`src/design/sbsc_pkg.sv`:
```
// Types, constants and helper functions for the six-by-six bigram square cipher.
// No dependencies; imported by six_by_six_bigram_square_cipher_top.
package sbsc_pkg;

    localparam int unsigned NUM_SYM  = 36;
    localparam int unsigned SYM_W    = 6;
    localparam logic [5:0]  SYM_X    = 6'd23;
    localparam logic [5:0]  SYM_LAST = 6'd35;
    localparam logic [5:0]  FULL_CNT = 6'd36;
    localparam logic [7:0]  CH_A     = 8'h41;   // 'A'
    localparam logic [7:0]  CH_Z     = 8'h5A;   // 'Z'
    localparam logic [7:0]  CH_LA    = 8'h61;   // 'a'
    localparam logic [7:0]  CH_LZ    = 8'h7A;   // 'z'
    localparam logic [7:0]  CH_0     = 8'h30;   // '0'
    localparam logic [7:0]  CH_9     = 8'h39;   // '9'
    localparam logic        REQ_KEY  = 1'b0;
    localparam logic        REQ_MSG  = 1'b1;

    typedef logic [SYM_W-1:0] sym_t;

    typedef struct packed {
        logic ok;
        sym_t sym;
    } sym_lookup_t;

    typedef enum logic [3:0] {
        ST_IDLE,
        ST_FILL,
        ST_LOOK_A,
        ST_LOOK_B,
        ST_CELL_0,
        ST_CELL_1,
        ST_CELL_2,
        ST_SEND_0,
        ST_SEND_1
    } state_t;

    function automatic sym_lookup_t to_symbol(input logic [7:0] c, input logic fold);
        sym_lookup_t r;
        logic [7:0]  d;
        r = '{ok: 1'b0, sym: '0};
        if (c >= CH_A && c <= CH_Z) begin
            d = c - CH_A;
            r = '{ok: 1'b1, sym: d[5:0]};
        end else if (fold && c >= CH_LA && c <= CH_LZ) begin
            d = c - CH_LA;
            r = '{ok: 1'b1, sym: d[5:0]};
        end else if (c >= CH_0 && c <= CH_9) begin
            d = c - CH_0 + 8'd26;
            r = '{ok: 1'b1, sym: d[5:0]};
        end
        return r;
    endfunction

    function automatic logic [7:0] to_ascii(input sym_t s);
        logic [7:0] r;
        if (s < 6'd26) r = CH_A + {2'b00, s};
        else           r = CH_0 + {2'b00, s} - 8'd26;
        return r;
    endfunction

    // pos / 6 for pos < 36: (pos * 43) >> 8
    function automatic logic [2:0] pos_row(input sym_t p);
        logic [11:0] prod;
        prod = {6'd0, p} * 12'd43;
        return prod[10:8];
    endfunction

    function automatic logic [2:0] pos_col(input sym_t p);
        logic [5:0] r6;
        r6 = {3'd0, pos_row(p)};
        return 3'(p - ((r6 << 2) + (r6 << 1)));
    endfunction

    function automatic sym_t cell_index(input logic [2:0] row, input logic [2:0] col);
        logic [5:0] r6;
        r6 = {3'd0, row};
        return (r6 << 2) + (r6 << 1) + {3'd0, col};
    endfunction

endpackage

```
`src/design/six_by_six_bigram_square_cipher_top.sv`:
```
// Six-by-six bigram square cipher: key square build and pair encryption.
// Depends on sbsc_pkg.
//
//  channel | ports                              | contents
//  s_      | s_tvalid s_tready s_tdata s_tuser  | tdata[7:0] in_byte, tuser req_type,
//          | s_tlast                            | tlast is_final
//  m_      | m_tvalid m_tready m_tdata m_tlast  | tdata[7:0] out_char, tlast end_of_text
//
// Keyword byte: the final keyword byte adds a fill walk over all 36 symbols.
// Message byte: when a pair completes, single-port reads (two position reads, two cell
// reads) run in ST_LOOK_A to ST_CELL_2, then each result item is held until taken.
// s_tready is high only in the idle state; a stalled m_ side holds the block.
// Reset (aresetn low, synchronous) clears the key; the square memories need no clearing.
module six_by_six_bigram_square_cipher_top
    import sbsc_pkg::*;
(
    input  logic       aclk,
    input  logic       aresetn,
    input  logic       s_tvalid,
    output logic       s_tready,
    input  logic [7:0] s_tdata,    // [7:0] in_byte
    input  logic       s_tuser,    // [0] req_type
    input  logic       s_tlast,
    output logic       m_tvalid,
    input  logic       m_tready,
    output logic [7:0] m_tdata,    // [7:0] out_char
    output logic       m_tlast
);

    sym_t       cell_mem [NUM_SYM];
    sym_t       pos_mem  [NUM_SYM];

    state_t     state_reg, state_next;
    logic [35:0] seen_reg, seen_next;
    sym_t       fill_reg, fill_next;
    sym_t       walk_reg, walk_next;
    sym_t       pend_reg, pend_next;
    logic       pend_vld_reg, pend_vld_next;
    sym_t       a_reg, a_next;
    sym_t       b_reg, b_next;
    sym_t       pa_reg, pa_next;
    sym_t       pb_reg, pb_next;
    logic       last_reg, last_next;
    logic [7:0] ch0_reg, ch0_next;
    logic [7:0] ch1_reg, ch1_next;

    sym_t       pos_rd_reg, cell_rd_reg;
    sym_t       pos_addr, cell_addr;
    logic       wr_en;
    sym_t       wr_sym;

    sym_lookup_t key_sym, msg_sym;
    logic        accept, key_done;

    assign accept   = s_tvalid && s_tready;
    assign key_done = (fill_reg == FULL_CNT);
    assign key_sym  = to_symbol(s_tdata, 1'b0);
    assign msg_sym  = to_symbol(s_tdata, 1'b1);

    always_ff @(posedge aclk) begin
        if (!aresetn) begin
            state_reg    <= ST_IDLE;
            seen_reg     <= '0;
            fill_reg     <= '0;
            walk_reg     <= '0;
            pend_reg     <= '0;
            pend_vld_reg <= 1'b0;
        end else begin
            state_reg    <= state_next;
            seen_reg     <= seen_next;
            fill_reg     <= fill_next;
            walk_reg     <= walk_next;
            pend_reg     <= pend_next;
            pend_vld_reg <= pend_vld_next;
        end
    end

    always_ff @(posedge aclk) begin
        a_reg    <= a_next;
        b_reg    <= b_next;
        pa_reg   <= pa_next;
        pb_reg   <= pb_next;
        last_reg <= last_next;
        ch0_reg  <= ch0_next;
        ch1_reg  <= ch1_next;
    end

    // square and symbol-position stores, one write and one registered read each
    always_ff @(posedge aclk) begin
        if (wr_en) begin
            cell_mem[fill_reg] <= wr_sym;
            pos_mem[wr_sym]    <= fill_reg;
        end
        pos_rd_reg  <= pos_mem[pos_addr];
        cell_rd_reg <= cell_mem[cell_addr];
    end

    always_comb begin
        state_next    = state_reg;
        seen_next     = seen_reg;
        fill_next     = fill_reg;
        walk_next     = walk_reg;
        pend_next     = pend_reg;
        pend_vld_next = pend_vld_reg;
        a_next        = a_reg;
        b_next        = b_reg;
        pa_next       = pa_reg;
        pb_next       = pb_reg;
        last_next     = last_reg;
        ch0_next      = ch0_reg;
        ch1_next      = ch1_reg;
        wr_en         = 1'b0;
        wr_sym        = key_sym.sym;
        pos_addr      = a_reg;
        cell_addr     = cell_index(pos_row(pa_reg), pos_col(pb_reg));
        s_tready      = 1'b0;
        m_tvalid      = 1'b0;
        m_tdata       = ch1_reg;
        m_tlast       = last_reg;

        unique case (state_reg)
            ST_IDLE: begin
                s_tready = 1'b1;
                if (accept && s_tuser == REQ_KEY && !key_done) begin
                    if (key_sym.ok && !seen_reg[key_sym.sym]) begin
                        wr_en                  = 1'b1;
                        seen_next[key_sym.sym] = 1'b1;
                        fill_next              = fill_reg + 6'd1;
                    end
                    if (s_tlast) begin
                        walk_next  = '0;
                        state_next = ST_FILL;
                    end
                end else if (accept && s_tuser == REQ_MSG && key_done) begin
                    last_next = s_tlast;
                    priority if (msg_sym.ok && pend_vld_reg) begin
                        a_next        = pend_reg;
                        b_next        = msg_sym.sym;
                        pend_vld_next = 1'b0;
                        state_next    = ST_LOOK_A;
                    end else if (msg_sym.ok && s_tlast) begin
                        a_next     = msg_sym.sym;
                        b_next     = SYM_X;
                        state_next = ST_LOOK_A;
                    end else if (msg_sym.ok) begin
                        pend_next     = msg_sym.sym;
                        pend_vld_next = 1'b1;
                    end else if (s_tlast && pend_vld_reg) begin
                        a_next        = pend_reg;
                        b_next        = SYM_X;
                        pend_vld_next = 1'b0;
                        state_next    = ST_LOOK_A;
                    end else if (s_tlast) begin
                        // nothing produced: lone terminator item
                        ch1_next   = 8'd0;
                        state_next = ST_SEND_1;
                    end else begin
                        state_next = ST_IDLE;
                    end
                end
            end
            ST_FILL: begin
                // remaining cells take unused symbols in code order
                wr_sym = walk_reg;
                if (!key_done && !seen_reg[walk_reg]) begin
                    wr_en               = 1'b1;
                    seen_next[walk_reg] = 1'b1;
                    fill_next           = fill_reg + 6'd1;
                end
                walk_next = walk_reg + 6'd1;
                if (walk_reg == SYM_LAST) state_next = ST_IDLE;
            end
            ST_LOOK_A: begin
                pos_addr   = a_reg;
                state_next = ST_LOOK_B;
            end
            ST_LOOK_B: begin
                pos_addr   = b_reg;
                pa_next    = pos_rd_reg;
                state_next = ST_CELL_0;
            end
            ST_CELL_0: begin
                pb_next    = pos_rd_reg;
                cell_addr  = cell_index(pos_row(pa_reg), pos_col(pos_rd_reg));
                state_next = ST_CELL_1;
            end
            ST_CELL_1: begin
                ch0_next   = to_ascii(cell_rd_reg);
                cell_addr  = cell_index(pos_row(pb_reg), pos_col(pa_reg));
                state_next = ST_CELL_2;
            end
            ST_CELL_2: begin
                ch1_next   = to_ascii(cell_rd_reg);
                state_next = ST_SEND_0;
            end
            ST_SEND_0: begin
                m_tvalid = 1'b1;
                m_tdata  = ch0_reg;
                m_tlast  = 1'b0;
                if (m_tready) state_next = ST_SEND_1;
            end
            ST_SEND_1: begin
                m_tvalid = 1'b1;
                if (m_tready) state_next = ST_IDLE;
            end
            default: state_next = ST_IDLE;
        endcase
    end

endmodule

```
`config.mk`:
```
export PLATFORM = sky130hd
export DESIGN_NAME = six_by_six_bigram_square_cipher_top
export DESIGN_NICKNAME = d
export VERILOG_FILES = /design/src/design/sbsc_pkg.sv /design/src/design/six_by_six_bigram_square_cipher_top.sv
export SDC_FILE = /design/constraint.sdc
export NUM_CORES = 1
export LEC_CHECK = 0
export BUFFER_PORTS_ARGS = -buffer_cell sky130_fd_sc_hd__buf_2
export CORE_MARGIN = 1.5
export CORE_UTILIZATION = 55
export DETAILED_ROUTE_END_ITERATION = 8
export PLACE_DENSITY = 0.71
export SETUP_SLACK_MARGIN = 0.2
export SYNTH_ARGS = -nofsm -noshare
export SYNTH_HDL_FRONTEND = slang
export SYNTH_SLANG_ARGS = --single-unit
```
`constraint.sdc`:
```
create_clock -name aclk -period 7.9 [get_ports aclk]
set_input_delay 0.395 -clock aclk [delete_from_list [all_inputs] [get_ports aclk]]
set_output_delay 0.395 -clock aclk [all_outputs]
set_load 0.01 [all_outputs]
```
==> impl_results.md, run 1 <==
- Drt first pass iters: 6
- Critical Path Sink Type: register
- Total Die Area: 0.04703 sq mm
- MaxCap Viol Count: 0
- ANT nets after route: 0
- CTS Root Buffer Type: sky130_fd_sc_hd__clkbuf_16
- Antenna violations before repair: 0
- Worst-skew pair later-pin latency: 610 ps
- Worst Path Class, Setup: register to register
- Tot GR Track Use: 24.76%
- #FFs+latches synth: 544
- Worst ir drop on vdd: 0.1795 mV
- Most common flop cell mapped by yosys: sky130_fd_sc_hd__edfxtp_1
- Residual DRC count: 0
- Die W: 216.9 um
- Per-instance average area after synthesis: 14.91 sq um
- Relative max-transition margin: 13.82%
- Max clock buf depth: 3
- P per Cell Area: 218.6 mW/mm^2
- Worst setup slack after placement: 1421 ps
- Delay of the slowest critical-path stage: 630 ps
- Detailed Place HPWL: 37.69 mm
- Most common cell after layout, fill and taps aside: sky130_fd_sc_hd__edfxtp_1
- Net count of the finished layout: 1849
- Final Setup Violations: 0
- Outcome: completed
- Crit-path max FO: 11
- Maximum clock frequency: 153.4 MHz
- Total standard cell area after synthesis: 0.02516 sq mm
- Share of synthesized flip-flops with an asynchronous set or reset: 0%
- Setup repair after global routing missed its margin: no
- Total count of max-transition violations in the final report: 0
- M3 GR Usage: 4.361%
- Aggregate routed wire length: 56.20 mm
- Cell variety after synth: 86
- Routed vias: 14750
- Leakage power summed over all cells: 0.009576 uW
- Largest net degree at the start of global routing: 55
- Worst path arrival time: 7010 ps
- Slowest cell on the critical path: sky130_fd_sc_hd__mux2i_1
- GRT Max-Usage Layer: met2
- Diode count: 0
- Worst-margin pin slew: 1283 ps
- Combined buffer and inverter count along the critical path: 4
- Wire length of the first global-routing pass: 88.35 mm
- CTS resizes: 0
- Depth of the CTS H-tree: 2
- Kind of start point of the critical path: register
- Number of hold buffers added after cts: 0
- Beginning of the worst register-to-register path: pb_reg[0]
- CTS buffer count: 54
- Vias in the first global route: 15020
- Share of the yosys chip area belonging to registers: 62.11%
- Top Ports: 25
- Synthesis-to-layout area growth: 10.57%
- Worst Hold Launch: s_tlast
- Largest clock skew in the final design: 17.47 ps
- Buffers on Ports: 24
- Final weighted congestion in routability-driven placement: 0.9101
- Cell-by-cell listing of the critical path: ha_1 > ha_1 > inv_1 > fa_1 > inv_1 > ha_1 > a2111oi_0 > o21ai_0 > a31oi_1 > xnor2_1 > ha_1 > inv_1 > xnor2_1 > mux2i_1 > inv_1 > fa_1 > mux2i_1 > nor2b_1 > a22o_1 > a221oi_1 > mux2i_1 > mux2_2
- TNS Setup: 0 ps
- Post-route worst setup slack: 1381 ps
- Number of flops mapped to enable cells by yosys: 473
- Proportion of layout cells with a drive suffix above 1: 17.44%
- Final Cycle Share: 82.52%
- Clock Sinks: 544
- Leading cell types in the layout, fill and taps excluded: sky130_fd_sc_hd__edfxtp_1, sky130_fd_sc_hd__nor2_1, sky130_fd_sc_hd__mux4_2
- Final worst path period need: 6519 ps
- Row count: 78
- Core region area: 0.04528 sq mm
- Aggregate global routing overflow: 0
- Setup Buffers After CTS: 0
- Worst hold-check path type: primary input to register
- Filler cell count: 3331
- Clock tree from TritonCTS: yes
- Hold Violations, Final: 0
- Mean routed wirelength per cell: 23.75 um
- Global-route track usage on met2: 41.75%
- Critical Path Start: pb_reg[0]
- Post-synthesis instance total: 1687
- Initial DRC count: 1527
- Via density per instance: 6.233
- Starting density of the core: 55.56%
- Clock-pin slew reported for the worst setup and hold paths after clock tree synthesis: 60 ps
- CP required: 8390 ps
- Die height: 216.9 um
- Met1 Use GR: 32.83%
- Largest delay contributor family on the critical path: adder cells
- Total of warnings raised by yosys: 0
## per-layer routing
metal | vias to the layer above | wire (um) | part of all wire [%]
met4 | 0 | 1615 | 2.9
met2 | 575 | 27820 | 50
met1 | 7426 | 22770 | 41
met5 | - | 0 | 0
li1 | 6634 | - | -
met3 | 112 | 3999 | 7.1
## where the power goes
part	internal [uW]	switching (uW)	total, uW	leakage, uW
Sequential	3140	14.8	3150	0.00501
Combinational	108	225	334	0.00370
Clock	1510	1080	2590	0.000865
## through the flow
| stage | utilization (%) | cells | total power, uW | hold slack [ps] | instance area [sq um] |
|---|---|---|---|---|---|
| floorplan | - | 1688 | 3436 | 432.1 | 25160 |
| global placement | 57.42 | 2266 | 3533 | 440.4 | 26000 |
| detailed placement | 57.42 | 2266 | 3543 | 460.1 | 26000 |
| CTS | 61.43 | 2366 | 6112 | 76.15 | 27820 |
| global route | 61.43 | 2366 | 6239 | 101.3 | 27820 |
| finish | 61.43 | 2366 | 6080 | 99.95 | 27820 |
## synthesized netlist by cell type (9+ instances only)
cell	instances	share of area, %
sky130_fd_sc_hd__a221oi_1	14	0.49
sky130_fd_sc_hd__edfxtp_1	473	56
sky130_fd_sc_hd__nand2_1	111	1.7
sky130_fd_sc_hd__o31ai_1	14	0.42
sky130_fd_sc_hd__nor2_1	127	1.9
sky130_fd_sc_hd__o21a_1	18	0.54
sky130_fd_sc_hd__mux2i_1	36	1.4
sky130_fd_sc_hd__nor2b_1	16	0.40
sky130_fd_sc_hd__buf_2	15	0.30
sky130_fd_sc_hd__mux2_2	19	0.85
sky130_fd_sc_hd__ha_1	97	4.8
sky130_fd_sc_hd__a22o_1	16	0.56
sky130_fd_sc_hd__inv_1	79	1.2
sky130_fd_sc_hd__xor2_1	17	0.59
sky130_fd_sc_hd__fa_1	16	1.3
sky130_fd_sc_hd__clkbuf_1	46	0.69
sky130_fd_sc_hd__a32oi_1	9	0.31
sky130_fd_sc_hd__or3_1	13	0.32
sky130_fd_sc_hd__nor3_1	27	0.54
sky130_fd_sc_hd__nand3_1	24	0.48
sky130_fd_sc_hd__o21ai_0	34	0.68
sky130_fd_sc_hd__a21oi_1	46	0.92
sky130_fd_sc_hd__a31oi_1	16	0.40
sky130_fd_sc_hd__nor3b_1	11	0.33
sky130_fd_sc_hd__dfxtp_1	71	5.6
sky130_fd_sc_hd__and2_1	17	0.42
sky130_fd_sc_hd__a211oi_1	21	0.63
sky130_fd_sc_hd__mux4_2	113	10
sky130_fd_sc_hd__xnor2_1	27	0.94
## worst paths after layout
path	end	slack, ps	cells after the start
hold / removal	last_reg	100	1
setup reg to reg	cell_rd_reg[0]	1380	22
setup / recovery	cell_rd_reg[0]	1380	22
hold reg to reg	pend_reg[3]	470	2
## worst reg2reg max path, stage by stage (launching register included)
cell	delay (ps)
sky130_fd_sc_hd__edfxtp_1	500
sky130_fd_sc_hd__ha_1	340
sky130_fd_sc_hd__ha_1	280
sky130_fd_sc_hd__inv_1	50
sky130_fd_sc_hd__fa_1	520
sky130_fd_sc_hd__inv_1	40
sky130_fd_sc_hd__ha_1	300
sky130_fd_sc_hd__a2111oi_0	420
sky130_fd_sc_hd__o21ai_0	200
sky130_fd_sc_hd__a31oi_1	300
sky130_fd_sc_hd__xnor2_1	210
sky130_fd_sc_hd__ha_1	310
sky130_fd_sc_hd__inv_1	120
sky130_fd_sc_hd__xnor2_1	100
sky130_fd_sc_hd__mux2i_1	210
sky130_fd_sc_hd__inv_1	100
sky130_fd_sc_hd__fa_1	470
sky130_fd_sc_hd__mux2i_1	630
sky130_fd_sc_hd__nor2b_1	360
sky130_fd_sc_hd__a22o_1	290
sky130_fd_sc_hd__a221oi_1	240
sky130_fd_sc_hd__mux2i_1	130
sky130_fd_sc_hd__mux2_2	290
## logic make-up (layout without fill, tap and decap cells)
| family | Yosys count | count (layout) | share of synthesized area, % |
|---|---|---|---|
| buffers and inverters | 157 | 235 | 2.686 |
| multiplexers | 169 | 169 | 12.45 |
| other | 1 | 2 | 0.01491 |
| adder cells (fa/ha/maj) | 114 | 114 | 6.137 |
| flip-flops | 544 | 544 | 62.11 |
| AO/OA/AOI/OAI | 261 | 261 | 7.450 |
| AND/OR/NAND/NOR | 397 | 397 | 7.619 |
| XOR/XNOR | 44 | 44 | 1.532 |
## cell type report
type	count	area, sq um	area share, %
Multi-Input combinational cell	987	8975	32.26
Tap cell	600	750.7	2.699
Clock inverter	32	359.1	1.291
Timing Repair Buffer	55	352.8	1.268
Sequential cell	544	15630	56.17
Inverter	80	300.3	1.080
Clock buffer	68	1454	5.227
Note: power is estimated with default switching activity, not from simulation.
==> run 2, diff against run 1 <==
- ABC_AREA: default -> 1
- PLACE_DENSITY: 0.71 -> 0.74
- clock period: 7.9 -> 5.2 ns (I/O delays scaled with it)
==> impl_results.md, run 2 <==
- Outcome: finished with violations
- Violations in the final reports: negative setup slack
- Share of synthesized flip-flops with an asynchronous set or reset: 0% (unchanged)
- Starting density of the core: 55.48% (-0.079 points)
- Leading area contributor after synthesis: sky130_fd_sc_hd__edfxtp_1
- Worst-margin pin slew: 1037 ps (-246.1 ps)
- Total of warnings raised by yosys: 0 (unchanged)
- Worst-skew pair later-pin latency: 640 ps (+30 ps)
- Area share of the largest cell type after synthesis: 55.23% (-1.2 points)
- Aggregate routed wire length: 67.13 mm (+19%)
- Vias in the first global route: 18520 (+23%)
- Post-synthesis instance total: 2514 (+49%)
- Core region area: 0.04636 sq mm (+2.4%)
- Worst Path Class, Setup: register to register
- Share of the yosys chip area belonging to registers: 60.75% (-1.4 points)
- Most common cell after layout, fill and taps aside: sky130_fd_sc_hd__edfxtp_1
- Leading post-synthesis cells by instance count: sky130_fd_sc_hd__edfxtp_1, sky130_fd_sc_hd__nor2_1, sky130_fd_sc_hd__nand2_1
- Total standard cell area after synthesis: 0.02572 sq mm (+2.2%)
- Drt first pass iters: 7 (+1)
- Via density per instance: 5.899 (-5.3%)
- Share of the synthesized area in compound gates (AO/OA/AOI/OAI): 11.75% (+4.3 points)
- Crit-path max FO: 21 (+10)
- Leakage power summed over all cells: 0.01063 uW (+11%)
- Max clock buf depth: 3 (unchanged)
- Flop2flop setup slack: -50 ps (-1430 ps)
- CTS Root Buffer Type: sky130_fd_sc_hd__clkbuf_16
- Row count: 79 (+1.3%)
- Internal portion of total power: 7078 uW (+49%)
- Fraction of synthesized area in multiplexers: 0.03892% (-12 points)
- Residual DRC count: 0 (unchanged)
- Mean routed wirelength per cell: 20.71 um (-13%)
- Combinational cell fraction of total power: 4.4% (-1.1 points)
- Largest clock skew in the final design: 39.90 ps (+22.42 ps)
- Tot GR Track Use: 28.05% (+3.3 points)
- Buffers on Ports: 24 (unchanged)
- Adder and majority gate portion of the synthesized area: 5.964% (-0.17 points)
- CP required: 5740 ps (-2650 ps)
- Sequential cell fraction of total power: 52.4% (+0.5 points)
- Instance count after placement with tap cells included: 3120 (+38%)
- MaxCap Viol Count: 0 (unchanged)
- Maximum clock frequency: 190.6 MHz (+24%)
- Per-instance average area after synthesis: 10.23 sq um (-31%)
- Critical Path Sink Type: register
- Clock Sinks: 544 (unchanged)
- Total Die Area: 0.04807 sq mm (+2.2%)
- Switching Fraction: 22.07% (+0.28 points)
- Final Setup Violations: 6 (+6)
- Clock tree from TritonCTS: yes
- Setup repair after global routing missed its margin: yes
- Part of the power in the clock network: 43.2% (+0.5 points)
- Aggregate global routing overflow: 0 (unchanged)
- Top cells by area, synth: sky130_fd_sc_hd__edfxtp_1, sky130_fd_sc_hd__nor2_1, sky130_fd_sc_hd__dfxtp_1
- Net count of the finished layout: 2719 (+47%)
- Antenna violations before repair: 1 (+1)
- Depth of the CTS H-tree: 2 (unchanged)
- Proportion of layout cells with a drive suffix above 1: 10.74% (-6.7 points)
- Worst hold-check path type: primary input to register
- Initial DRC count: 2066 (+35%)
- Wire length of the first global-routing pass: 103.3 mm (+17%)
- Clock-pin slew reported for the worst setup and hold paths after clock tree synthesis: 60 ps (about the same)
- Net switching power of the design: 2005 uW (+51%)
- Final Cycle Share: 100.9% (+18 points)
- Power consumption: 9082 uW (+49%)
- Kind of start point of the critical path: register
- Cell variety after synth: 51 (-41%)
- Post-route worst setup slack: -46.09 ps (-1427 ps)
- Worst ir drop on vdd: 0.2556 mV (+42%)
- Final weighted congestion in routability-driven placement: 0.8977 (-1.4%)
- Die W: 219.2 um (+1.1%)
- ANT nets after route: 0 (unchanged)
- Worst path arrival time: 5790 ps (-1220 ps)
- Post-synthesis xor/xnor area fraction: 1.090% (-0.44 points)
- Final worst path period need: 5246 ps (-1273 ps)
- Relative max-transition margin: 30.16% (+16 points)
- Total count of max-transition violations in the final report: 0 (unchanged)
- Routed vias: 19130 (+30%)
- Detailed Place HPWL: 44.29 mm (+18%)
- Most common flop cell mapped by yosys: sky130_fd_sc_hd__edfxtp_1
- Top Ports: 25 (unchanged)
- Die height: 219.2 um (+1.1%)
- Number of flops mapped to enable cells by yosys: 473 (unchanged)
- Filler cell count: 3591 (+7.8%)
- Simple logic cell fraction of the synthesized area: 15.33% (+7.7 points)
- Hold Slack: 80.54 ps (-19.40 ps)
- Synthesis-to-layout area growth: 13.15%
- P per Cell Area: 312.1 mW/mm^2 (+43%)
- Cell with the most instances after synthesis: sky130_fd_sc_hd__edfxtp_1
- Largest net degree at the start of global routing: 86 (+56%)
- Post-route non-filler standard cell count: 3242 (+37%)
- Dominant combinational cell family by area after synthesis: simple AND/OR/NAND/NOR gates
- Leading cell types in the layout, fill and taps excluded: sky130_fd_sc_hd__edfxtp_1, sky130_fd_sc_hd__nor2_1, sky130_fd_sc_hd__nand2_1
- CTS buffer count: 53 (-1.9%)
- Hold Violations, Final: 0 (unchanged)
- #FFs+latches synth: 544 (unchanged)
-- run 2: kinds of logic after synthesis --
family | count (synthesis)
flops | 544
simple gates | 968
other cells | 1
buf+inv | 337
compound gates | 518
mux | 1
fa+ha+maj | 113
xor+xnor | 32
-- run 2: path summary, 6_finish.rpt --
| path | cells past startpoint | end | startpoint |
|---|---|---|---|
| max | 27 | cell_rd_reg[1] | pa_reg[3] |
| min | 4 | state_reg[3] | m_tready |
| max reg2reg | 27 | cell_rd_reg[1] | pa_reg[3] |
| min reg2reg | 2 | pend_reg[1] | pend_reg[1] |
-- run 2: stage by stage --
| step | util (%) | setup slack [ps] | setup TNS [ps] | cell area, sq um |
|---|---|---|---|---|
| 2_1_floorplan | - | 202.2 | 0 | 25800 |
| 3_3_place_gp | 57.99 | 17.66 | 0 | 26880 |
| 6_report | 62.77 | -46.09 | -241.9 | 29100 |
| 5_1_grt | 62.77 | -319.0 | -1737 | 29100 |
| 3_5_place_dp | 57.99 | -139.0 | -615.2 | 26880 |
| 4_1_cts | 62.28 | 72.94 | 0 | 28870 |
-- run 2: worst max-delay path, stage by stage (launching register included) --
cell                       delay, ps
sky130_fd_sc_hd__edfxtp_1        470
sky130_fd_sc_hd__ha_1            330
sky130_fd_sc_hd__inv_2            40
sky130_fd_sc_hd__fa_1            470
sky130_fd_sc_hd__fa_1            520
sky130_fd_sc_hd__inv_2            50
sky130_fd_sc_hd__ha_4            210
sky130_fd_sc_hd__a21oi_2         140
sky130_fd_sc_hd__inv_2            60
sky130_fd_sc_hd__a21oi_4         180
sky130_fd_sc_hd__o21bai_1        130
sky130_fd_sc_hd__xor2_1          280
sky130_fd_sc_hd__inv_2            90
sky130_fd_sc_hd__ha_4            310
sky130_fd_sc_hd__inv_6            40
sky130_fd_sc_hd__xor2_4          180
sky130_fd_sc_hd__fa_1            530
sky130_fd_sc_hd__nor2_2           50
sky130_fd_sc_hd__nor2_2          160
sky130_fd_sc_hd__buf_6           160
sky130_fd_sc_hd__buf_12          160
sky130_fd_sc_hd__o211ai_1        120
sky130_fd_sc_hd__nand3_1         120
sky130_fd_sc_hd__nand2_1          90
sky130_fd_sc_hd__nand3_1          90
sky130_fd_sc_hd__nand2_1          70
sky130_fd_sc_hd__nand2_1          70
sky130_fd_sc_hd__nand2_1          40
-- run 2: cell type report --
cell class	instances	area, sq um	share of cell area (%)
multi-input combinational	1634	9081	31.21
clock buffer	70	1410	4.846
timing repair buffer	125	969.7	3.332
inverter	233	888.4	3.053
tap	607	759.5	2.610
sequential	544	15630	53.72
timing repair inverter	1	3.754	0.01290
antenna	1	2.502	0.008600
clock inverter	27	352.8	1.213
-- run 2: repair_timing --
item | in CTS | in global routing
setup endpoints to repair | 6 | 6
cloned | 1 | 1
setup buffers | 9 | 11
gates resized for setup | 26 | 29
pin swaps | 29 | 29
endpoints found under the hold margin | 6 | 0
hold buffers | 2 | 0
-- run 2: metal layers --
layer / share of wire [%] / global-route usage [%] / vias to the layer above
met5: 0 / 0 / -
met2: 48 / 46.62 / 844
met3: 7.7 / 4.366 / 134
met1: 41 / 37.67 / 9227
met4: 3.3 / 9.612 / 0
li1: - / - / 8921
-- run 2: power groups by stage --
stage | clock (uW) | combinational [uW] | sequential [uW]
4_1_cts | 3960 | 392 | 4760
5_1_grt | 4120 | 438 | 4760
2_1_floorplan | 0 | 228 | 4860
3_5_place_dp | 0 | 386 | 4850
3_3_place_gp | 0 | 377 | 4850
6_report | 3920 | 402 | 4760
